File: src/hdl/wat_pkg.sv
// Shared constants and types for the weighted average track mixer.
// This package stands alone and is used by every module under hdl.
package wat_pkg;

    // Fixed field widths of the sample stream and the weight registers.
    localparam int SAMPLE_W     = 16;
    localparam int WEIGHT_W     = 12;
    localparam int MASK_W       = 4;
    localparam int MAX_TRACKS   = 4;
    localparam int CFG_IDX_W    = 2;
    localparam int TRACKS_DEFAULT = 4;

    // One weighted product: signed sample times unsigned Q4.8 weight.
    localparam int PROD_W       = SAMPLE_W + WEIGHT_W;

    // Quotient magnitude never exceeds the most negative sample magnitude.
    localparam int QUO_W        = SAMPLE_W;
    localparam logic [QUO_W-1:0] QUO_MAX = QUO_W'(32768);

    // Reset weight is 1.0 in Q4.8.
    localparam logic [WEIGHT_W-1:0] WEIGHT_RESET = WEIGHT_W'(256);

    typedef logic signed [SAMPLE_W-1:0] t_sample;
    typedef logic        [WEIGHT_W-1:0] t_weight;

endpackage

File: src/hdl/wat_mac.sv
// Two-stage weighted multiply-accumulate: per-track products, then their sum.
// Depends on wat_pkg for field widths and types.
module wat_mac
    import wat_pkg::*;
#(
    parameter int TRACKS = TRACKS_DEFAULT,
    parameter int ACC_W  = PROD_W + $clog2(TRACKS),
    parameter int WSUM_W = WEIGHT_W + $clog2(TRACKS)
) (
    input  logic                     i_clk,
    input  logic                     i_rst_n,
    input  logic                     i_valid,
    output logic                     o_ready,
    input  t_sample                  i_sample [MAX_TRACKS],
    input  logic [MASK_W-1:0]        i_mask,
    input  t_weight                  i_weight [TRACKS],
    output logic                     o_valid,
    input  logic                     i_ready,
    output logic signed [ACC_W-1:0]  o_acc,
    output logic [WSUM_W-1:0]        o_wsum
);

    logic                     r_v1;
    logic                     r_v2;
    logic                     w_rdy1;
    logic                     w_rdy2;
    logic signed [PROD_W-1:0] r_prod [TRACKS];
    logic signed [PROD_W-1:0] n_prod [TRACKS];
    logic [WSUM_W-1:0]        r_wsum1;
    logic [WSUM_W-1:0]        n_wsum1;
    logic signed [ACC_W-1:0]  r_acc;
    logic signed [ACC_W-1:0]  n_acc;
    logic [WSUM_W-1:0]        r_wsum2;

    // A stage takes a new transaction when it is empty or its successor moves.
    assign w_rdy2  = !r_v2 || i_ready;
    assign w_rdy1  = !r_v1 || w_rdy2;
    assign o_ready = w_rdy1;

    // Stage one: gated products and the sum of active weights.
    always_comb begin
        logic signed [PROD_W:0] full;
        n_wsum1 = '0;
        for (int k = 0; k < TRACKS; k++) begin
            full = i_sample[k] * $signed({1'b0, i_weight[k]});
            if (i_mask[k]) begin
                n_prod[k] = full[PROD_W-1:0];
                n_wsum1   = n_wsum1 + WSUM_W'(i_weight[k]);
            end else begin
                n_prod[k] = '0;
            end
        end
    end

    // Stage two: exact sum of the products.
    always_comb begin
        n_acc = '0;
        for (int k = 0; k < TRACKS; k++) begin
            n_acc = n_acc + ACC_W'(r_prod[k]);
        end
    end

    // Valid bits.
    always_ff @(posedge i_clk) begin
        if (!i_rst_n) begin
            r_v1 <= 1'b0;
            r_v2 <= 1'b0;
        end else begin
            if (w_rdy1) begin
                r_v1 <= i_valid;
            end
            if (w_rdy2) begin
                r_v2 <= r_v1;
            end
        end
    end

    // Payload registers.
    always_ff @(posedge i_clk) begin
        if (w_rdy1 && i_valid) begin
            r_prod  <= n_prod;
            r_wsum1 <= n_wsum1;
        end
        if (w_rdy2 && r_v1) begin
            r_acc   <= n_acc;
            r_wsum2 <= r_wsum1;
        end
    end

    assign o_valid = r_v2;
    assign o_acc   = r_acc;
    assign o_wsum  = r_wsum2;

endmodule

File: src/hdl/wat_div.sv
// Pipelined signed divider: magnitude stage, one quotient bit per stage,
// then sign restore and the output register. Depends on wat_pkg.
module wat_div
    import wat_pkg::*;
#(
    parameter int ACC_W  = PROD_W + 2,
    parameter int WSUM_W = WEIGHT_W + 2
) (
    input  logic                     i_clk,
    input  logic                     i_rst_n,
    input  logic                     i_valid,
    output logic                     o_ready,
    input  logic signed [ACC_W-1:0]  i_acc,
    input  logic [WSUM_W-1:0]        i_wsum,
    output logic                     o_valid,
    input  logic                     i_ready,
    output t_sample                  o_mixed_sample,
    output logic                     o_none_active
);

    localparam int MAG_W = ACC_W - 1;
    localparam int CMP_W = WSUM_W + QUO_W;
    localparam int NSTG  = QUO_W + 1;

    // Stage 0 holds the magnitude; stage j holds j quotient bits.
    logic              r_v    [NSTG];
    logic [MAG_W-1:0]  r_rem  [NSTG];
    logic [WSUM_W-1:0] r_dvs  [NSTG];
    logic [QUO_W-1:0]  r_quo  [NSTG];
    logic              r_neg  [NSTG];
    logic              r_zero [NSTG];
    logic              w_rdy  [NSTG+1];

    logic              r_ov;
    t_sample           r_out;
    logic              r_none;
    t_sample           n_out;
    logic [ACC_W-1:0]  n_mag;
    logic [QUO_W-1:0]  w_quo_neg;

    // Ready chain; the last entry belongs to the output register.
    assign w_rdy[NSTG] = !r_ov || i_ready;
    generate
        for (genvar j = 0; j < NSTG; j++) begin : g_rdy
            assign w_rdy[j] = !r_v[j] || w_rdy[j+1];
        end
    endgenerate
    assign o_ready = w_rdy[0];

    // Magnitude stage: split the sign off the accumulated sum.
    assign n_mag = i_acc[ACC_W-1] ? ACC_W'(-i_acc) : ACC_W'(i_acc);

    always_ff @(posedge i_clk) begin
        if (!i_rst_n) begin
            r_v[0] <= 1'b0;
        end else if (w_rdy[0]) begin
            r_v[0] <= i_valid;
        end
    end

    always_ff @(posedge i_clk) begin
        if (w_rdy[0] && i_valid) begin
            r_rem[0]  <= n_mag[MAG_W-1:0];
            r_dvs[0]  <= i_wsum;
            r_quo[0]  <= '0;
            r_neg[0]  <= i_acc[ACC_W-1];
            r_zero[0] <= (i_wsum == '0);
        end
    end

    // Restoring steps: each stage settles one quotient bit, MSB first.
    generate
        for (genvar j = 1; j < NSTG; j++) begin : g_step
            localparam int SH = QUO_W - j;
            logic [CMP_W-1:0] w_sh;
            logic [CMP_W-1:0] w_diff;
            logic             w_ge;
            logic [MAG_W-1:0] n_rem;
            logic [QUO_W-1:0] n_quo;

            assign w_sh   = CMP_W'(r_dvs[j-1]) << SH;
            assign w_ge   = CMP_W'(r_rem[j-1]) >= w_sh;
            assign w_diff = CMP_W'(r_rem[j-1]) - w_sh;
            assign n_rem  = w_ge ? w_diff[MAG_W-1:0] : r_rem[j-1];

            always_comb begin
                n_quo     = r_quo[j-1];
                n_quo[SH] = w_ge;
            end

            always_ff @(posedge i_clk) begin
                if (!i_rst_n) begin
                    r_v[j] <= 1'b0;
                end else if (w_rdy[j]) begin
                    r_v[j] <= r_v[j-1];
                end
            end

            always_ff @(posedge i_clk) begin
                if (w_rdy[j] && r_v[j-1]) begin
                    r_rem[j]  <= n_rem;
                    r_dvs[j]  <= r_dvs[j-1];
                    r_quo[j]  <= n_quo;
                    r_neg[j]  <= r_neg[j-1];
                    r_zero[j] <= r_zero[j-1];
                end
            end
        end
    endgenerate

    // Output stage: restore the sign, force zero when no weight is active.
    assign w_quo_neg = -r_quo[QUO_W];

    always_comb begin
        if (r_zero[QUO_W]) begin
            n_out = '0;
        end else if (r_neg[QUO_W]) begin
            n_out = w_quo_neg;
        end else begin
            n_out = r_quo[QUO_W];
        end
    end

    always_ff @(posedge i_clk) begin
        if (!i_rst_n) begin
            r_ov <= 1'b0;
        end else if (w_rdy[NSTG]) begin
            r_ov <= r_v[QUO_W];
        end
    end

    always_ff @(posedge i_clk) begin
        if (w_rdy[NSTG] && r_v[QUO_W]) begin
            r_out  <= n_out;
            r_none <= r_zero[QUO_W];
        end
    end

    assign o_valid        = r_ov;
    assign o_mixed_sample = r_out;
    assign o_none_active  = r_none;

    // A finished division leaves a remainder below the divisor.
    a_rem_below_divisor: assert property (@(posedge i_clk) disable iff (!i_rst_n)
        r_v[QUO_W] && !r_zero[QUO_W] |-> CMP_W'(r_rem[QUO_W]) < CMP_W'(r_dvs[QUO_W]))
        else $error("division remainder not below divisor");

    // The quotient magnitude stays within the sample range.
    a_quo_in_range: assert property (@(posedge i_clk) disable iff (!i_rst_n)
        r_v[QUO_W] && !r_zero[QUO_W] |-> r_quo[QUO_W] <= QUO_MAX)
        else $error("quotient magnitude out of sample range");

    // A result flagged as having no active weight carries a zero sample.
    a_none_is_zero: assert property (@(posedge i_clk) disable iff (!i_rst_n)
        r_ov && r_none |-> r_out == '0)
        else $error("none_active result with nonzero sample");

    // Reset empties the output register.
    a_reset_clears: assert property (@(posedge i_clk)
        !i_rst_n |=> !r_ov)
        else $error("output valid after reset");

endmodule

File: src/hdl/weighted_average_track_mixer.sv
// Twenty register stages: two multiply-accumulate stages, one magnitude stage, sixteen
// quotient-bit stages of the divider and one output register; the accepting edge loads
// the first. Throughput: one transaction per cycle while i_ready does not stall the
// output; the 16-stage restoring divider pipeline sets the depth.
// Reset (synchronous, active low) empties every stage and sets all weights
// to 1.0 (256 in Q4.8). Depends on wat_pkg, wat_mac and wat_div.
module weighted_average_track_mixer
    import wat_pkg::*;
#(
    parameter int TRACKS = TRACKS_DEFAULT
) (
    input  logic                 i_clk,
    input  logic                 i_rst_n,
    // Sample set channel.
    input  logic                 i_valid,
    output logic                 o_ready,
    input  t_sample              i_sample_0,
    input  t_sample              i_sample_1,
    input  t_sample              i_sample_2,
    input  t_sample              i_sample_3,
    input  logic [MASK_W-1:0]    i_active_mask,
    // Mixed sample channel.
    output logic                 o_valid,
    input  logic                 i_ready,
    output t_sample              o_mixed_sample,
    output logic                 o_none_active,
    // Weight register write channel.
    input  logic                 i_cfg_valid,
    output logic                 o_cfg_ready,
    input  logic [CFG_IDX_W-1:0] i_cfg_index,
    input  t_weight              i_cfg_data
);

    localparam int ACC_W  = PROD_W + $clog2(TRACKS);
    localparam int WSUM_W = WEIGHT_W + $clog2(TRACKS);

    t_weight                 r_weight [TRACKS];
    t_sample                 w_sample [MAX_TRACKS];
    logic                    w_mac_valid;
    logic                    w_mac_ready;
    logic signed [ACC_W-1:0] w_acc;
    logic [WSUM_W-1:0]       w_wsum;

    // Weight registers; writes to an index without a track are dropped.
    assign o_cfg_ready = 1'b1;

    generate
        for (genvar k = 0; k < TRACKS; k++) begin : g_weight
            always_ff @(posedge i_clk) begin
                if (!i_rst_n) begin
                    r_weight[k] <= WEIGHT_RESET;
                end else if (i_cfg_valid && i_cfg_index == CFG_IDX_W'(k)) begin
                    r_weight[k] <= i_cfg_data;
                end
            end
        end
    endgenerate

    // Gather the sample ports into one array.
    assign w_sample[0] = i_sample_0;
    assign w_sample[1] = i_sample_1;
    assign w_sample[2] = i_sample_2;
    assign w_sample[3] = i_sample_3;

    // Weighted products and their sum.
    wat_mac #(
        .TRACKS (TRACKS),
        .ACC_W  (ACC_W),
        .WSUM_W (WSUM_W)
    ) u_mac (
        .i_clk    (i_clk),
        .i_rst_n  (i_rst_n),
        .i_valid  (i_valid),
        .o_ready  (o_ready),
        .i_sample (w_sample),
        .i_mask   (i_active_mask),
        .i_weight (r_weight),
        .o_valid  (w_mac_valid),
        .i_ready  (w_mac_ready),
        .o_acc    (w_acc),
        .o_wsum   (w_wsum)
    );

    // Division by the active weight sum.
    wat_div #(
        .ACC_W  (ACC_W),
        .WSUM_W (WSUM_W)
    ) u_div (
        .i_clk          (i_clk),
        .i_rst_n        (i_rst_n),
        .i_valid        (w_mac_valid),
        .o_ready        (w_mac_ready),
        .i_acc          (w_acc),
        .i_wsum         (w_wsum),
        .o_valid        (o_valid),
        .i_ready        (i_ready),
        .o_mixed_sample (o_mixed_sample),
        .o_none_active  (o_none_active)
    );

endmodule

File: config.mk
export PLATFORM = sky130hd
export DESIGN_NAME = weighted_average_track_mixer
export DESIGN_NICKNAME = d
export VERILOG_FILES = /design/src/hdl/wat_pkg.sv /design/src/hdl/wat_mac.sv /design/src/hdl/wat_div.sv /design/src/hdl/weighted_average_track_mixer.sv
export SDC_FILE = /design/constraint.sdc
export NUM_CORES = 2
export LEC_CHECK = 0
export ABC_AREA = 1
export BUFFER_PORTS_ARGS = -buffer_cell sky130_fd_sc_hd__buf_2
export CORE_ASPECT_RATIO = 1.1
export CORE_MARGIN = 5
export CORE_UTILIZATION = 65
export CTS_BUF_LIST = sky130_fd_sc_hd__clkbuf_16
export DETAILED_ROUTE_END_ITERATION = 8
export PLACE_DENSITY = 0.82
export SETUP_SLACK_MARGIN = 0.2
export SLEW_MARGIN = 20
export SYNTH_ARGS = -nofsm -noshare
export SYNTH_HDL_FRONTEND = slang
export SYNTH_SLANG_ARGS = --single-unit
File: constraint.sdc
create_clock -name i_clk -period 23.8 [get_ports i_clk]
set_input_delay 2.38 -clock i_clk [delete_from_list [all_inputs] [get_ports i_clk]]
set_output_delay 2.38 -clock i_clk [all_outputs]
set_load 0.01 [all_outputs]
After elaboration in Yosys (flattened, before gate mapping)
Memories as Yosys holds them, arrays and structs flattened.
Cells that the tools add are included.

word-level totals
  output and inout port bits = 20
  bits in registers = 238
  RAM bits = 1054
  input port bits = 87
  memories kept = 6
  logic and storage cells = 277

memory list
  memory        depth  bits a word  rd ports  clocked after Yosys merged registers in  write ports  RTL line       source
  u_div.r_rem   17     29           16        0                                        17           wat_div.sv:27  logic [MAG_W-1:0] r_rem [NSTG];
  u_div.r_quo   17     16           17        0                                        17           wat_div.sv:29  logic [QUO_W-1:0] r_quo [NSTG];
  u_div.r_dvs   17     14           16        0                                        17           wat_div.sv:28  logic [WSUM_W-1:0] r_dvs [NSTG];
  u_div.r_neg   17     1            17        0                                        17           wat_div.sv:30  logic r_neg [NSTG];
  u_div.r_v     17     1            17        0                                        17           wat_div.sv:26  logic r_v [NSTG];
  u_div.r_zero  17     1            17        0                                        17           wat_div.sv:31  logic r_zero [NSTG];

operators by class
  order comparisons = 16
  muxes and demuxes = 125
  add/sub/neg operators = 24
  $mul = 4
  reduce and logical (&&, ||, !) cells = 66
  bitwise gates (word level) = 17
  eq/ne operators = 3

operators by type and width
  kind                            count
  2-to-1 mux 29 bit               17
  multiplier 16 x 13 -> 28 bit    4
  2-to-1 mux 1 bit                103
  2-to-1 mux 14 bit               3
  adder 29 x 28 -> 30 bit         1
  adder 30 x 28 -> 30 bit         1
  adder 28 x 28 -> 29 bit         1
  >= comparator 29 x 14 -> 1 bit  1
  >= comparator 29 x 15 -> 1 bit  1
  >= comparator 29 x 16 -> 1 bit  1
  >= comparator 29 x 17 -> 1 bit  1
  >= comparator 29 x 18 -> 1 bit  1
  >= comparator 29 x 19 -> 1 bit  1
  >= comparator 29 x 20 -> 1 bit  1
  >= comparator 29 x 21 -> 1 bit  1
  >= comparator 29 x 22 -> 1 bit  1
  >= comparator 29 x 23 -> 1 bit  1
  >= comparator 29 x 24 -> 1 bit  1
  >= comparator 29 x 25 -> 1 bit  1
  >= comparator 29 x 26 -> 1 bit  1
  >= comparator 29 x 27 -> 1 bit  1
  >= comparator 29 x 28 -> 1 bit  1
  >= comparator 29 bit            1
  negation 29 bit                 1
  other kinds (29)                108

Logic depth before layout (Yosys ltp)
  depth in word-level cells = 23
  gate-level depth with buffers = 37
  gate-level depth less buffers = 35

By module
Synthesis repeated with hierarchy kept, for this count alone.

second synthesis, totals
  cells, all modules = 9302
  area, all modules = 86250.2 µm²

by module, submodules not included
  module                        times used  seq. area each (µm²)  cells each  area each (µm²)
  wat_div                       1           26795.7               4151        44826.7
  wat_mac                       1           5144.9                4846        39432.8
  weighted_average_track_mixer  1           960.9                 305         1990.7

Worst setup path after synthesis
OpenSTA, ideal clock, no wires.

  path type = input to register
  start = in i_ready
  end = reg u_mac.r_prod[0] (netlist name) (enable)
  library setup time = 686 ps
  stages = 10
  data arrival time = 9164 ps
  buffers on the path = 0
  setup slack = 13950 ps
  data required time = 23114 ps
  cells stage by stage = inv_1 nand4_2 nor3_4 nand4_4 nor2_4 nand4_4 nor2_4 nand4_4 nor3_4 a31oi_1

on the way
  longest elaborated chain between the ends = 21

RTL lines
  what                            RTL line                            source
  start: declaration              weighted_average_track_mixer.sv:24  input logic i_ready,
  logical OR 1 bit                wat_div.sv:42                       assign w_rdy[NSTG] = !r_ov || i_ready;
  logical OR 1 bit (17 in a row)  wat_div.sv:45                       assign w_rdy[j] = !r_v[j] || w_rdy[j+1];
  logical OR 1 bit                wat_mac.sv:36                       assign w_rdy2 = !r_v2 || i_ready;
  logical OR 1 bit                wat_mac.sv:37                       assign w_rdy1 = !r_v1 || w_rdy2;
  logical AND 1 bit               wat_mac.sv:80                       if (w_rdy1 && i_valid) begin
  end signal: assignment          wat_mac.sv:81                       r_prod <= n_prod;
  end: declaration                wat_mac.sv:27                       logic signed [PROD_W-1:0] r_prod [TRACKS];

Every way passes these cells.
A chain may end at the register's enable or synchronous reset.

Worst setup path after layout
  start = in i_sample_0[15]
  end = reg u_mac.r_prod[110] (netlist name), data pin

on the way
  longest elaborated chain between the ends = 1

RTL lines
  what                          RTL line                            source
  start: declaration            weighted_average_track_mixer.sv:17  input t_sample i_sample_0,
  multiplier 16 x 13 -> 28 bit  wat_mac.sv:45                       full = i_sample[k] * $signed({1'b0, i_weight[k]});

Every way passes these cells.

==> metrics.txt <==
status complete, no violations; VDD IR max 92.5 uV; CTS tree done; Starting Density between 60% and 70%; Internal Power between 4 and 5 mW; clock edge transition at the registers on the reported setup and hold paths approximately 0.070 ns; max cap viols 0; Worst Path Arrival 7.66 ns; vias per inst 5.72; GRT Overall Usage approximately 29%; Power, Total 6.58 mW; Syn Inst Count about 9000; post-synthesis cell area approximately 84000 um^2; row cnt roughly 140; Hold/Removal Path Class flop to flop; register area roughly 33000 um^2; WS Path Type input pin to flop; hold path cells 0; fmax 0.141 GHz; Post-Route WL 199000 um; GRT Residual Overflow 0; initial antenna violation count 5; Final WS setup approximately 17 ns; GPL Wtd Cong approximately 1.0; via count slightly above 60000; Worst Path Required roughly 24 ns; nets@finish about 10000; Multi-input gate area around 44000 um^2; Net Sw Frac 36.3%; die area 137000 um^2; final core area utilization ~70%; Detail Route Antenna Nets 0; die width 353 um; Reg2Reg Depth 18; max-slew violations 0; clock root buffer clkbuf_16; final setup TNS 0 ns; H-Tree Depth 3; Place WS about 16 ns; Pre-Repair DR Iteration Count 9; final setup vio count 0; CP endpoint kind flop; RSZ-0062 raised after global routing false; final hold viol count 0; Die Ht around 390 um; wire per inst roughly 19 um; pwr/cell area between 70 and 80 nW/um^2; library cells used by synthesis 74; P&R area growth vs syn 6.50%; sequential element share of the synthesized area 39.1%; I/O pin cnt 107; Post-DP Area ~86000 um^2; relative slew slack 18.7%; clock tree buffer depth 3; Clk network pwr share 25.9%; HPWL Detailed between 150000 and 200000 um; Fillers 9178; layout cells sized above 1 approximately 4.5%; Design Area, Final 89600 um^2; # DRC 0; Logic pwr share roughly 37%; most frequent cells in the layout inv_1 (1807), nand2_1 (1649), edfxtp_1 (1061); CP Max Fanout 12; Iteration-0 DRC Markers between 4000 and 5000; Worst-Margin Slew 1.22 ns; LEAKAGE 41.2 nW; Startpoint Class input pin; first-pass GRT wire length 319000 um; Sink Count 1113; fraction of registers with async set/reset 0%; EDFF count, synth between 1000 and 1500; CTS resizes 0; ys flop type edfxtp_1; Setup Buffers After CTS 0; TritonCTS Buffers 103; clk_skew ~0.052 ns; post-route minimum period 7.09 ns; NetSw approximately 2.4 mW; commonest non-fill, non-tap cell in the layout inv_1; Final period util between 20 and 30%; port buffer count 105; Hold Buf Count CTS 0; register bit total from synthesis 1113; Clk Latency, worst-skew pair roughly 0.75 ns; largest net degree at the start of global routing 85; Synth warnings 0; Avg Synthesized Cell Area around 9.6 um^2; Reg2Reg Setup Slack approximately 18 ns; core area between 100000 and 150000 um^2; syn nets ~10000; Reg power frac a little under two fifths; vias in the first global route between 60000 and 70000
-- sequential cells by signal, indices dropped and copies added, names as in the netlist, 14 cells and up --
| name | count |
|---|---|
| u_div.r_quo | 136 |
| u_div.r_dvs | 224 |
| u_div.r_rem | 464 |
| r_weight | 48 |
| u_mac.r_wsum1 | 14 |
| u_mac.r_prod | 112 |
| u_mac.o_acc | 30 |
| u_div.o_mixed_sample | 16 |
| u_div.r_v | 17 |
| u_mac.o_wsum | 14 |
| u_div.r_neg | 17 |
| u_div.r_zero | 17 |
-- Yosys cell counts, drive strengths merged, types with 16 or more instances --
library cell | instances | area (um^2)
inv | 1807 | 6790
o21ai | 534 | 2730
nand4 | 69 | 498
ha | 546 | 6830
a21oi | 544 | 2780
nand2 | 1652 | 6210
fa | 775 | 15500
o21a | 29 | 218
nor2 | 551 | 2110
o211ai | 24 | 180
a31oi | 21 | 138
dfxtp | 52 | 1040
or2 | 16 | 100
nand3 | 178 | 936
a21boi | 20 | 158
nor3 | 96 | 528
buf | 40 | 259
edfxtp | 1061 | 31900
a21o | 27 | 203
xor2 | 188 | 1650
nor4 | 70 | 438
xnor2 | 173 | 1520
clkbuf | 204 | 772
-- per-stage QoR --
step | hold WS (ns) | instances
3_3_place_gp | 0.400 | 10400
5_1_grt | 0.426 | 10500
3_5_place_dp | 0.405 | 10400
4_1_cts | 0.395 | 10500
6_report | 0.394 | 10500
2_1_floorplan | 0.400 | 8772
-- metal layers --
layer  vias to the layer above  global-route usage (%)  part of all wire [%]
li1                      28100                       -                     -
met1                     29200                    33.7                    36
met2                      2356                    51.8                    51
met3                       709                    3.79                   6.0
met4                         2                    18.3                   7.3
met5                         -                       0                0.0060
-- worst max-delay path, stage by stage --
cell,delay (ns)
buf_2,0.22
nand2_1,0.13
inv_1,0.19
fa_1,0.46
fa_1,0.85
fa_1,0.52
inv_1,0.10
fa_1,0.41
fa_1,0.49
inv_1,0.05
ha_1,0.36
nand2_1,0.12
nor4_1,0.58
nand4_1,0.20
nand3_1,0.18
nand3_1,0.09
nand2_1,0.08
o21ai_0,0.07
a21oi_1,0.18
-- worst paths after layout --
path                                endpoint                         start
max          u_mac.r_prod[110]$_SDFFCE_PN0P_                i_sample_0[15]
min             u_div.r_quo[8][15]$_DFFE_PP_  u_div.r_quo[7][15]$_DFFE_PP_
max reg2reg   u_mac.r_prod[83]$_SDFFCE_PN0P_     r_weight[25]$_SDFFE_PN0P_
min reg2reg     u_div.r_quo[8][15]$_DFFE_PP_  u_div.r_quo[7][15]$_DFFE_PP_
-- logic make-up (layout without fill, tap and decap cells) --
family          after synthesis  after routing  share of synthesized area [%]
compound gates             1255           1255                           8.15
xor+xnor                    361            361                           3.76
fa+ha+maj                  1321           1321                           26.6
buf+inv                    2054           2143                           9.30
flops                      1113           1113                           39.1
mux                           1              1                         0.0134
other cells                   1              5                        0.00446
simple gates               2666           2666                           13.1
-- final cells by class --
class,count,share of cell area (%)
inverter,1810,7.58
multi-input combinational,5605,48.6
tap,1680,2.34
clock buffer,103,2.88
timing repair buffer,142,0.899
sequential,1113,36.7
antenna,4,0.0112
clock inverter,88,1.03
-- power by group through the flow --
| stage | combinational [mW] | sequential, mW | clock [mW] |
|---|---|---|---|
| 4_1_cts | 2.38 | 2.46 | 1.73 |
| 3_5_place_dp | 2.36 | 2.50 | 0 |
| 5_1_grt | 2.70 | 2.47 | 1.82 |
| 3_3_place_gp | 2.29 | 2.50 | 0 |
| 6_report | 2.41 | 2.47 | 1.71 |
| 2_1_floorplan | 1.76 | 2.43 | 0 |
No activity file was read; power rests on OpenSTA's default activity.
